## src/hw/rtl/utrb_pkg.sv

```systemverilog
package utrb_pkg;

   localparam int SEND_DEPTH_DEF = 64;
   localparam int RECV_DEPTH_DEF = 64;
   localparam int BYTE_W         = 8;
   localparam int OP_W           = 2;

   typedef enum logic [OP_W-1:0] {
      OP_TX_PUSH   = 2'd0,
      OP_RX_POP    = 2'd1,
      OP_RX_ARRIVE = 2'd2,
      OP_TX_READY  = 2'd3
   } utrb_op_type;

   // occupancy flags of one ring, sampled before the current beat
   typedef struct packed {
      logic empty;
      logic full;
   } utrb_ring_stat_type;

endpackage

```

## src/hw/rtl/utrb_ram.sv

```systemverilog
module utrb_ram #(
   parameter int WIDTH = 8,
   parameter int DEPTH = 64
) (
   input  logic                     clock,
   input  logic                     wr_en,
   input  logic [$clog2(DEPTH)-1:0] wr_addr,
   input  logic [WIDTH-1:0]         wr_data,
   input  logic                     rd_en,
   input  logic [$clog2(DEPTH)-1:0] rd_addr,
   output logic [WIDTH-1:0]         rd_data
);

   logic [WIDTH-1:0] mem_ff [DEPTH];
   logic [WIDTH-1:0] rd_data_ff;

   always_ff @(posedge clock) begin
      if (wr_en) begin
         mem_ff[wr_addr] <= wr_data;
      end
      if (rd_en) begin
         rd_data_ff <= mem_ff[rd_addr];
      end
   end

   assign rd_data = rd_data_ff;

endmodule

```

## src/hw/rtl/utrb_ring.sv

```systemverilog
module utrb_ring #(
   parameter int DEPTH = 64
) (
   input  logic                                clock,
   input  logic                                reset,
   input  logic                                push_en,
   input  logic [utrb_pkg::BYTE_W-1:0]         push_data,
   input  logic                                pop_en,
   output utrb_pkg::utrb_ring_stat_type        status,
   output logic [utrb_pkg::BYTE_W-1:0]         pop_data
);
   import utrb_pkg::*;

   localparam int AW = $clog2(DEPTH);

   logic [AW-1:0] head_ff, head_in, head_nxt;
   logic [AW-1:0] tail_ff, tail_in, tail_nxt;

   always_comb begin
      head_nxt = (head_ff == AW'(DEPTH - 1)) ? '0 : head_ff + AW'(1);
      tail_nxt = (tail_ff == AW'(DEPTH - 1)) ? '0 : tail_ff + AW'(1);
   end

   // one slot stays empty so full and empty differ
   assign status.empty = (head_ff == tail_ff);
   assign status.full  = (head_nxt == tail_ff);

   always_comb begin
      head_in = push_en ? head_nxt : head_ff;
      tail_in = pop_en  ? tail_nxt : tail_ff;
   end

   always_ff @(posedge clock) begin
      if (reset) begin
         head_ff <= '0;
         tail_ff <= '0;
      end else begin
         head_ff <= head_in;
         tail_ff <= tail_in;
      end
   end

   utrb_ram #(
      .WIDTH (BYTE_W),
      .DEPTH (DEPTH)
   ) u_ram (
      .clock   (clock),
      .wr_en   (push_en),
      .wr_addr (head_ff),
      .wr_data (push_data),
      .rd_en   (pop_en),
      .rd_addr (tail_ff),
      .rd_data (pop_data)
   );

`ifndef ASSERT_OFF
   a_pop_clears_full: assert property (@(posedge clock) disable iff (reset)
      pop_en && !push_en |=> !status.full)
      else $error("ring full right after a pop");
   a_push_moves_head: assert property (@(posedge clock) disable iff (reset)
      push_en |=> head_ff != $past(head_ff) && !status.empty)
      else $error("push did not advance head");
   a_idle_holds_ptrs: assert property (@(posedge clock) disable iff (reset)
      !push_en && !pop_en |=> $stable(head_ff) && $stable(tail_ff))
      else $error("pointers moved without a push or pop");
`endif

endmodule

```

## src/hw/rtl/uart_tx_rx_ring_buffers_top.sv

```systemverilog
// Send and receive byte rings between software and a UART. Each beat on the
// req_ channel carries one operation (transmit push, receive pop, byte arrived
// from the line, transmitter ready) and yields exactly one rsp_ beat. Each ring
// holds DEPTH-1 bytes: one slot stays empty to tell full from empty; a push or
// arrival into a full ring is discarded and flagged on rsp_dropped. A new item
// is taken every cycle unless req_stall is high (stage 1 and the output
// register both full under rsp_stall); its result passes the registered read
// port of the ring memory, then the output register. Pointers and the request
// flag update at acceptance, so back-to-back items see each other's effects.
// Ring memory contents are not cleared by reset, only pointers and flags.
module uart_tx_rx_ring_buffers_top #(
   parameter int SEND_DEPTH = utrb_pkg::SEND_DEPTH_DEF,
   parameter int RECV_DEPTH = utrb_pkg::RECV_DEPTH_DEF
) (
   input  logic                         clock,
   input  logic                         reset,
   input  logic                         req_valid,
   output logic                         req_stall,
   input  logic [utrb_pkg::OP_W-1:0]    req_operation,
   input  logic [utrb_pkg::BYTE_W-1:0]  req_data_byte,
   output logic                         rsp_valid,
   input  logic                         rsp_stall,
   output logic                         rsp_line_valid,
   output logic [utrb_pkg::BYTE_W-1:0]  rsp_line_byte,
   output logic                         rsp_read_valid,
   output logic [utrb_pkg::BYTE_W-1:0]  rsp_read_byte,
   output logic                         rsp_dropped,
   output logic                         rsp_send_request
);
   import utrb_pkg::*;

   utrb_op_type        op;
   logic               accept;
   logic               s1_move;
   utrb_ring_stat_type send_stat, recv_stat;
   logic [BYTE_W-1:0]  send_rd, recv_rd;
   logic               send_push, send_pop, recv_push, recv_pop;
   logic               armed_ff, armed_in;
   logic               dropped_now;

   logic s1_valid_ff, s1_valid_in;
   logic s1_line_ff, s1_read_ff, s1_drop_ff, s1_req_ff;

   logic              out_valid_ff, out_valid_in;
   logic              out_line_ff, out_read_ff, out_drop_ff, out_req_ff;
   logic [BYTE_W-1:0] out_line_byte_ff, out_read_byte_ff;

   assign op = utrb_op_type'(req_operation);

   // stage 1 advances whenever the output register is free or draining
   assign s1_move   = !out_valid_ff || !rsp_stall;
   assign req_stall = s1_valid_ff && !s1_move;
   assign accept    = req_valid && !req_stall;

   always_comb begin
      send_push   = 1'b0;
      send_pop    = 1'b0;
      recv_push   = 1'b0;
      recv_pop    = 1'b0;
      dropped_now = 1'b0;
      armed_in    = armed_ff;
      if (accept) begin
         unique case (op)
            OP_TX_PUSH: begin
               dropped_now = send_stat.full;
               send_push   = !send_stat.full;
               if (!send_stat.full) begin
                  armed_in = 1'b1;
               end
            end
            OP_RX_POP: begin
               recv_pop = !recv_stat.empty;
            end
            OP_RX_ARRIVE: begin
               dropped_now = recv_stat.full;
               recv_push   = !recv_stat.full;
            end
            OP_TX_READY: begin
               send_pop = armed_ff && !send_stat.empty;
               // disarm once the ring runs dry
               if (armed_ff && send_stat.empty) begin
                  armed_in = 1'b0;
               end
            end
            default: begin
               armed_in = armed_ff;
            end
         endcase
      end
   end

   utrb_ring #(.DEPTH (SEND_DEPTH)) u_send (
      .clock     (clock),
      .reset     (reset),
      .push_en   (send_push),
      .push_data (req_data_byte),
      .pop_en    (send_pop),
      .status    (send_stat),
      .pop_data  (send_rd)
   );

   utrb_ring #(.DEPTH (RECV_DEPTH)) u_recv (
      .clock     (clock),
      .reset     (reset),
      .push_en   (recv_push),
      .push_data (req_data_byte),
      .pop_en    (recv_pop),
      .status    (recv_stat),
      .pop_data  (recv_rd)
   );

   always_comb begin
      s1_valid_in  = accept ? 1'b1 : (s1_move ? 1'b0 : s1_valid_ff);
      out_valid_in = s1_move ? s1_valid_ff : out_valid_ff;
   end

   always_ff @(posedge clock) begin
      if (reset) begin
         armed_ff     <= 1'b0;
         s1_valid_ff  <= 1'b0;
         out_valid_ff <= 1'b0;
      end else begin
         armed_ff     <= armed_in;
         s1_valid_ff  <= s1_valid_in;
         out_valid_ff <= out_valid_in;
      end
   end

   always_ff @(posedge clock) begin
      if (accept) begin
         s1_line_ff <= send_pop;
         s1_read_ff <= recv_pop;
         s1_drop_ff <= dropped_now;
         s1_req_ff  <= armed_in;
      end
      if (s1_move && s1_valid_ff) begin
         out_line_ff      <= s1_line_ff;
         out_read_ff      <= s1_read_ff;
         out_drop_ff      <= s1_drop_ff;
         out_req_ff       <= s1_req_ff;
         out_line_byte_ff <= s1_line_ff ? send_rd : '0;
         out_read_byte_ff <= s1_read_ff ? recv_rd : '0;
      end
   end

   assign rsp_valid        = out_valid_ff;
   assign rsp_line_valid   = out_line_ff;
   assign rsp_line_byte    = out_line_byte_ff;
   assign rsp_read_valid   = out_read_ff;
   assign rsp_read_byte    = out_read_byte_ff;
   assign rsp_dropped      = out_drop_ff;
   assign rsp_send_request = out_req_ff;

`ifndef ASSERT_OFF
   a_emit_while_armed: assert property (@(posedge clock) disable iff (reset)
      rsp_valid && rsp_line_valid |-> rsp_send_request)
      else $error("byte emitted with request flag clear");
   a_drop_excl: assert property (@(posedge clock) disable iff (reset)
      rsp_valid && rsp_dropped |-> !rsp_line_valid && !rsp_read_valid)
      else $error("dropped beat also carries data");
   a_push_arms: assert property (@(posedge clock) disable iff (reset)
      send_push |=> armed_ff)
      else $error("successful push left request disarmed");
`endif

endmodule
```

## config.mk

```make
export PLATFORM = sky130hd
export DESIGN_NAME = uart_tx_rx_ring_buffers_top
export DESIGN_NICKNAME = d
export VERILOG_FILES = /design/src/hw/rtl/utrb_pkg.sv /design/src/hw/rtl/utrb_ram.sv /design/src/hw/rtl/utrb_ring.sv /design/src/hw/rtl/uart_tx_rx_ring_buffers_top.sv
export SDC_FILE = /design/constraint.sdc
export NUM_CORES = 1
export LEC_CHECK = 0
export ABC_AREA = 1
export BUFFER_PORTS_ARGS = -buffer_cell sky130_fd_sc_hd__buf_4
export CAP_MARGIN = 20
export CORE_ASPECT_RATIO = 0.5
export CORE_MARGIN = 2
export CORE_UTILIZATION = 53
export DETAILED_ROUTE_END_ITERATION = 10
export PLACE_DENSITY = 0.76
export SLEW_MARGIN = 10
export SYNTH_ARGS = -nofsm -noshare
export SYNTH_HDL_FRONTEND = slang
export SYNTH_HIERARCHICAL = 1
export SYNTH_SLANG_ARGS = --single-unit
```

## constraint.sdc

```tcl
create_clock -name clock -period 3.4 [get_ports clock]
set_input_delay 0 -clock clock [delete_from_list [all_inputs] [get_ports clock]]
set_output_delay 0 -clock clock [all_outputs]
set_load 0.01 [all_outputs]
```

Word level (Yosys, flattened, before mapping)
Memory sizes are Yosys's and may differ from the RTL's. A register that Yosys moved wholly into a read port is not among the register bits.
Cells that the tools add are included.
{"block": "totals", "mem_bits_rw": 1024, "word_cells": 73, "register_bits": 51, "mem_bits_ro": 0, "memories": 2, "latch_bits": 0, "output_inout_bits": 22, "inputBits": 14}
{"block": "classes", "n_bitwise": 0, "n_lt_le_gt_ge": 0, "n_shift": 0, "mul": 0, "reduce_logical": 16, "n_addsub": 4, "n_eq_ne": 11, "n_mux": 23, "div_mod_pow": 0}
{"name": "u_recv.u_ram.mem_ff", "depth": 64, "width": 8, "rd": 1, "rd_clocked_by_memory_dff": 1, "wr": 1, "line_no": "utrb_ram.sv:14", "source": "logic [WIDTH-1:0] mem_ff [DEPTH];"}
{"name": "u_send.u_ram.mem_ff", "depth": 64, "width": 8, "rd": 1, "rd_clocked_by_memory_dff": 1, "wr": 1, "line_no": "utrb_ram.sv:14"}
{"operator": "6-bit by 1-bit adder with 6-bit output, second input constant", "n": 4}
{"operator": "6-bit == test", "n": 4}
{"operator": "6-bit == test, second input constant", "n": 4}
{"operator": "6-bit two-way mux", "n": 4}
{"operator": "1-bit two-way mux", "n": 17}
{"operator": "1-bit zero test", "n": 8}
{"operator": "1-bit logical AND", "n": 5}
{"operator": "2-bit == test, second input constant", "n": 2}
{"operator": "1-bit one-hot mux with 2 select lines", "n": 2}
{"operator": "2-bit by 1-bit == test with 1-bit output, second input constant", "n": 1}
{"operator": "2-bit zero test", "n": 1}
{"operator": "2-bit nonzero test", "n": 1}
{"operator": "1-bit logical OR", "n": 1}

Depth between registers and ports, before layout
Gate-level depths: netlist of the first run.
{"block": "depth", "word_depth": 9, "mapped_depth": 15, "depth_no_buf": 15}

By module
The synthesis of the first run kept the hierarchy.
{"mod": "utrb_ram", "cells_each": 1805, "seq_area_each_um2": 15615.0, "area_per_inst_um2": 21419.3, "n_inst": 2}
{"mod": "utrb_ring", "cells_each": 120, "seq_area_each_um2": 240.2, "area_per_inst_um2": 780.7, "n_inst": 2}
{"mod": "uart_tx_rx_ring_buffers_top", "cells_each": 99, "seq_area_each_um2": 780.7, "area_per_inst_um2": 1138.6, "n_inst": 1}

Worst setup path after synthesis of the first run
Ideal clock, no wire load.
{"block": "synth_path", "path_kind": "register to register", "startpoint": "register u_send.head_ff[0]", "endpoint": "memory u_send.u_ram.mem_ff[48][0], enable pin", "arrival_time_ps": 2787, "t_required_ps": 3005, "stages_incl_launch_ff": 15, "setup_time_ps": 395, "path_slack_ps": 218, "path_buffers": 1, "synth_period_minus_slack_ps": 3182, "cell_sequence": "dfxtp_1 -> ha_1 -> nand2_1 -> inv_2 -> nand2_4 -> nand2_1 -> nand2_1 -> nand2_1 -> nor2_1 -> nand2_1 -> nor2_2 -> nor3_1 -> clkbuf_1 -> nand4_1 -> nor4_1"}
{"element": "start, declared", "line_no": "utrb_ring.sv:16", "source": "logic [AW-1:0] head_ff, head_in, head_nxt;"}
{"element": "start signal, assigned", "line_no": "utrb_ring.sv:38", "source": "head_ff <= head_in;"}
{"element": "end, declared", "line_no": "utrb_ram.sv:14"}

==> impl_results.md, run 1 <==
- Status: completed
- Routed Antenna Nets: 0
- Number of flops mapped to enable cells by yosys: 1064
- H-Tree Depth: 3
- Final setup violation count: 0
- Worst hold path class: in -> reg
- Primary FF master, synth: edfxtp_1
- Top-count cell post-synth: nand2_1
- Count of pins over their slew limit: 0
- Fmax: 322.9 MHz
- Starting density of the core: 0.5392
- Worst Max-Slew Pin Slew: 1.051 ns
- Gate Count Post-Synth: 3949
- Final design utilization: 0.5904
- Gpl congestion: 0.9495
- Fin crit share: 0.9109
- Ports: 36
- Vias: 30.69k
- Peak supply drop: 0.4246 mV
- Synth Area per Inst: 11.53 um2
- Inserted Clock Buffers: 94
- FF+latch count, synth: 1091
- Synth unique cells: 33
- Drt wl/cell: 21.71 um
- Worst-path clk slew: 0.07 ns
- Final WL: 112000 um
- Sum Neg Setup Slack: 0 ns
- Iteration-0 DRC Markers: 4202
- Critical R2R Launch: u_send/head_ff[3]$_SDFFE_PP0P_
- Fraction of registers with async set/reset: 0
- CTS root buf: clkbuf_16
- Commonest cells post-synth: nand2_1, edfxtp_1, nand3_1, nor2_1
- Storage element area: 32510 um2
- Worst setup EP type: register
- Core area: 84460 um2
- Worst Path Max Fanout: 17
- Crit path kind: reg -> reg
- Largest net degree at the start of global routing: 161
- R2R Setup Slk: 0.30 ns
- Total global-route track usage: 0.2520
- Yosys top cell area share: 0.7016
- First-pass GRT wire length: 168700 um
- Max Cap Violations: 0
- Ratio of cells with drive above 1 in the final layout: 0.08063
- I/O Buffers: 35
- Worst hold path cell count: 1
- Pleak: 0.01780 uW
- Initial antenna violation count: 0
- FF-to-FF End: u_send/u_ram/mem_ff[45][0]$_DFFE_PP_
- CTS tree: done
- WHS Endpoint: u_send/u_ram/mem_ff[60][7]$_DFFE_PP_
- Mapped Area: 45540 um2
- Post-DP HPWL: 67160 um
- Min-delay src: req_data_byte[7]
- Top post-synthesis cells by area: edfxtp_1, nand2_1, nand3_1
- Die height: 211.3 um
- CTS Buffer Depth: 3
- Skew-Pair Late Insertion Delay: 0.66 ns
- Setup crit start kind: register
- Row count: 75
- Filler Cells Inserted: 6433
- Multi-input gate area: 11090 um2
- Grt ovf: 0
- Syn nets: 3972
- Max_slew headroom: 0.2984
- Fin crit period: 3.097 ns
- Clock skew: 0.02632 ns
- Fin. Hold Viols: 0
- Register area share after synthesis: 0.7135
- Sink Count: 1091
- Drt pass-1 iters: 7
- Critical Path RT: 3.68 ns
- PwrDens: 532.7 nW/um2
- Chip width: 418.5 um
- Postcts setup bufs: 0
- WP data arrival: 3.38 ns
- Die Footprint: 88420 um2
- Via density per instance: 5.947
- DRC Markers: 0
- Worst reg2reg path depth: 14
- YS warnings: 6
- Nets@finish: 3992
- Synth-to-Final Area Change: 9.487%
- Vias in the first global route: 28.90k
- RSZ-0062 raised after global routing: false
- Post-synth top area cell: edfxtp_1
logic make-up (layout without fill, tap and decap cells):
kind of cell             count (synthesis)  in the layout  synth area share
AO/OA/AOI/OAI                           34             34          0.003819
XOR/XNOR                                 6              6          0.001154
adder cells (fa/ha/maj)                  9              9          0.002473
buffers and inverters                  316            410           0.04319
flip-flops                            1091           1091            0.7135
other                                    0              1                 0
AND/OR/NAND/NOR                       2493           2493            0.2359
layout by cell type, fill, tap and decap left out, types with 17 or more instances in the layout:
master and count:
buf_4 123, clkbuf_1 19, clkbuf_16 98, clkinv_2 17, dfxtp_1 20, edfxtp_1 1064, inv_1 74, nand2_1 1379
nand3_1 891, nand4_1 26, nor2_1 138, nor4_1 18
routing by layer:
layer | up-vias | global-route usage | wire length (um)
met2 | 1887 | 0.4041 | 52440
met3 | 249 | 0.04001 | 11220
met4 | 0 | 0.08565 | 3776
met5 | - | 0 | 0
met1 | 14717 | 0.3545 | 44590
li1 | 13835 | - | -
where the power goes:
| part | internal [uW] | switching, uW | total, uW |
|---|---|---|---|
| sequential | 14800 | 23.7 | 14800 |
| combinational | 193 | 656 | 848 |
| clock | 6230 | 4680 | 10900 |
worst max-delay path by stage:
stage	start	end	slack, ns	depth (start not counted)
2_1_floorplan	u_send/head_ff[0]$_SDFFE_PP0P_	u_send/u_ram/mem_ff[48][0]$_DFFE_PP_	0.22	14
3_3_place_gp	u_recv/head_ff[2]$_SDFFE_PP0P_	u_recv/u_ram/mem_ff[6][1]$_DFFE_PP_	0.42	13
3_5_place_dp	u_recv/head_ff[2]$_SDFFE_PP0P_	u_recv/u_ram/mem_ff[53][2]$_DFFE_PP_	0.31	13
4_1_cts	u_recv/head_ff[2]$_SDFFE_PP0P_	u_recv/u_ram/mem_ff[53][2]$_DFFE_PP_	0.28	13
5_1_grt	u_send/head_ff[3]$_SDFFE_PP0P_	u_send/u_ram/mem_ff[22][0]$_DFFE_PP_	0.08	14
6_report	u_send/head_ff[3]$_SDFFE_PP0P_	u_send/u_ram/mem_ff[45][0]$_DFFE_PP_	0.30	14
critical path, stage by stage, from the launching register on:
cell and delay [ns]:
dfxtp_1 0.57, nand2_2 0.13, nor2_4 0.13, nand2_4 0.08, nand3_2 0.07, nand2_1 0.06
nand2_1 0.07, inv_1 0.04, nand2_1 0.07, nor2_2 0.05, nor3_2 0.23, buf_4 0.25
nand4_1 0.18, buf_4 0.23, nor2_1 0.56
state kept, by name, indices dropped and copies added, names as in the netlist, 6 cells and up:
| register | cells |
|---|---|
| u_send/tail_ff | 6 |
| u_send/u_ram/rd_data | 8 |
| u_recv/u_ram/rd_data | 8 |
| rsp_line_byte | 8 |
| rsp_read_byte | 8 |
| u_recv/tail_ff | 6 |
| u_send/head_ff | 6 |
| u_send/u_ram/mem_ff | 512 |
| u_recv/head_ff | 6 |
| u_recv/u_ram/mem_ff | 512 |
final cells by class:
class / instances / share of cell area
flip-flops and latches: 1091 / 0.6520
multi-input cells: 2542 / 0.2224
clock buffers: 119 / 0.05117
well taps: 1116 / 0.02801
repair buffers: 154 / 0.02796
clock inverters: 51 / 0.01162
inverters: 86 / 0.006750
diodes: 1 / 0.00005019
through the flow:
step,worst slack [ns],hold WS [ns],total power (uW),std cells,cell area (um2)
global placement,0.4210,0.2929,15910,4974,46570
global route,0.08061,0.04583,27240,5159,49860
finish,0.3030,0.02956,26560,5160,49860
detailed placement,0.3139,0.2957,15920,4974,46570
floorplan,0.2180,0.06907,15470,3949,45540
CTS,0.2814,0.02639,26670,5159,49860
what timing repair did:
| item | 4_1_cts | 5_1_grt |
|---|---|---|
| endpoints found under the setup margin | 0 | 134 |
| hold buffers | 15 | 0 |
| hold endpoints to repair | 285 | 0 |
| resized for setup | 0 | 1 |
No activity file was read; power rests on OpenSTA's default activity.
==> run 2, diff against run 1 <==
CELL_PAD_IN_SITES_DETAIL_PLACEMENT = 0   (was not set)
CELL_PAD_IN_SITES_GLOBAL_PLACEMENT = 1   (was not set)
CORE_UTILIZATION = 47   (was 53)
PLACE_DENSITY = 0.81   (was 0.76)
==> run 2 against run 1 <==
Clock-buffer cell count is 12 higher. Die area is 13% higher. Sequential power hardly changed. Highest routed layer unchanged.
==> impl_results.md, run 2 (synthesis gave the netlist of run 1 again) <==
- Status: completed (unchanged)
- RSZ-0062 raised after global routing: false (unchanged)
- Final setup violation count: 0 (unchanged)
- Vias in the first global route: 28.78k (was 28.90k)
- Iteration-0 DRC Markers: 3147 (was 4202)
- Worst-path clk slew: 0.07 ns (about the same)
- Starting density of the core: 0.4759 (was 0.5392)
- Chip width: 444.2 um (was 418.5 um)
- Min-delay src: reset (was req_data_byte[7])
- PwrDens: 521.4 nW/um2 (was 532.7 nW/um2)
- Total global-route track usage: 0.2275 (was 0.2520)
- Post-DP HPWL: 69270 um (was 67160 um)
- Initial antenna violation count: 0 (unchanged)
- Die height: 224.1 um (was 211.3 um)
- Core area: 95690 um2 (was 84460 um2)
- Via density per instance: 5.603 (was 5.947)
- Fin. Hold Viols: 0 (unchanged)
- Ports: 36 (unchanged)
- Worst setup EP type: register (unchanged)
- Crit path from: u_recv/head_ff[2]$_SDFFE_PP0P_ (was u_send/head_ff[3]$_SDFFE_PP0P_)
- Final design utilization: 0.5230 (was 0.5904)
- Fin crit share: 0.9385 (was 0.9109)
- CTS tree: done (unchanged)
- Worst Max-Slew Pin Slew: 1.153 ns (was 1.051 ns)
- Critical R2R Launch: u_recv/head_ff[2]$_SDFFE_PP0P_ (was u_send/head_ff[3]$_SDFFE_PP0P_)
- Ratio of cells with drive above 1 in the final layout: 0.08239 (was 0.08063)
- CTS Buffer Depth: 3 (unchanged)
- Vias: 29.90k (was 30.69k)
- Commonest cells after routing, fill and taps aside: nand2_1, edfxtp_1, nand3_1 (unchanged)
- Nets@finish: 4011 (was 3992)
- Postcts setup bufs: 0 (unchanged)
- Drt wl/cell: 21.36 um (was 21.71 um)
- First-pass GRT wire length: 171100 um (was 168700 um)
- WP data arrival: 3.50 ns (was 3.38 ns)
- Final WL: 114000 um (was 112000 um)
- DRC Markers: 0 (unchanged)
- Largest net degree at the start of global routing: 209 (was 161)
- Count of pins over their slew limit: 0 (unchanged)
- Worst Path Max Fanout: 16 (was 17)
- Fin crit period: 3.191 ns (was 3.097 ns)
- I/O Buffers: 35 (unchanged)
- Setup crit start kind: register (unchanged)
- CTS root buf: clkbuf_16 (unchanged)
- Critical Path RT: 3.71 ns (was 3.68 ns)
- Commonest non-fill, non-tap cell in the layout: nand2_1 (unchanged)
- Max Cap Violations: 0 (unchanged)
- Fmax: 313.4 MHz (was 322.9 MHz)
- Sum Neg Setup Slack: 0 ns (unchanged)
- Grt ovf: 0 (unchanged)
- Gpl congestion: 0.8972 (was 0.9495)
- Filler Cells Inserted: 8127 (was 6433)
- Inserted Clock Buffers: 95 (was 94)
- Worst hold path class: in -> reg (unchanged)
- Routed Antenna Nets: 0 (unchanged)
- Placed Cells: 5146 (was 4974)
- Biggest registers after layout: u_recv/u_ram/mem_ff: 512 flops, u_send/u_ram/mem_ff: 512 flops (unchanged)
- Clock skew: 0.01839 ns (was 0.02632 ns)
- Skew-Pair Late Insertion Delay: 0.69 ns (was 0.66 ns)
- Crit path kind: reg -> reg (unchanged)
- ANT cells: 0 (was 1)
- H-Tree Depth: 3 (unchanged)
- Peak supply drop: 0.3849 mV (was 0.4246 mV)
- Pleak: 0.01783 uW (was 0.01780 uW)
- Sink Count: 1091 (unchanged)
- Synth-to-Final Area Change: 9.894% (was 9.487%)
- Final cell count without fillers: 5337 (was 5160)
- Storage element area: 32510 um2 (about the same)
- Die Footprint: 99550 um2 (was 88420 um2)
- Row count: 80 (was 75)
- Drt pass-1 iters: 5 (was 7)
- Multi-input gate area: 11090 um2 (about the same)
- Max_slew headroom: 0.2315 (was 0.2984)
## run 2: changes by cell type in the layout (fill, tap and decap cells not counted), moves of 2 or more
cell / delta
bufinv_16: -6
buf_4: +16
nor2_2: +2
clkinv_2: -2
clkinv_1: +2
clkbuf_1: +13
nor2_1: -2
## run 2: what timing repair did
item | in CTS | in global routing
gates resized for setup | 0 | 2
endpoints found under the setup margin | 0 | 7
hold buffers | 15 | 0
hold endpoints to repair | 396 | 0
## run 2: report_power, final
group / switching, uW / internal, uW / total (uW)
clock: 4700 / 5760 / 10500
combinational: 640 / 193 / 833
sequential: 23.1 / 14800 / 14800
total: 5370 / 20700 / 26100
## run 2: final timing paths
path	end	slack, ns	depth (start not counted)
max	u_recv/u_ram/mem_ff[47][3]$_DFFE_PP_	0.21	14
min	u_recv/tail_ff[1]$_SDFFE_PP0P_	0.18	3
min reg2reg	rsp_dropped$_DFFE_PP_	0.43	0
max reg2reg	u_recv/u_ram/mem_ff[47][3]$_DFFE_PP_	0.21	14
## run 2: final cells by class
type,instances,share of cell area
clock inverters,44,0.007526
well taps,1271,0.03178
inverters,86,0.006751
flip-flops and latches,1091,0.6496
repair buffers,172,0.03120
multi-input cells,2542,0.2217
clock buffers,131,0.05145
## run 2: worst max-delay path: stages, from the launching register on
cell	delay, ns
dfxtp_1	0.72
nand2_1	0.13
inv_2	0.11
nand2_4	0.07
nand3_2	0.07
nand2_1	0.05
nand2_1	0.08
inv_1	0.04
nand2_1	0.07
nor2_2	0.05
nor2_2	0.21
buf_4	0.24
nand4_1	0.17
buf_4	0.26
nor2_1	0.54
## run 2: metrics by stage
stage          total power (uW)  hold slack, ns  setup WS (ns)  cell area, um2
6_report                  26090          0.1828         0.2090           50040
5_1_grt                   26820          0.1766        0.01734           50040
3_5_place_dp              15920          0.2974         0.2762           46910
4_1_cts                   26290          0.1427         0.2671           50010
3_3_place_gp              15910          0.2836         0.3045           46910
2_1_floorplan             15470         0.06907         0.2180           45540
## run 2: layer usage
layer | vias to the layer above | GRT usage | share of wire
met5 | - | 0 | 0
met4 | 0 | 0.07615 | 0.031
met3 | 227 | 0.03346 | 0.069
met2 | 1161 | 0.3744 | 0.47
met1 | 14636 | 0.3123 | 0.43
li1 | 13877 | - | -
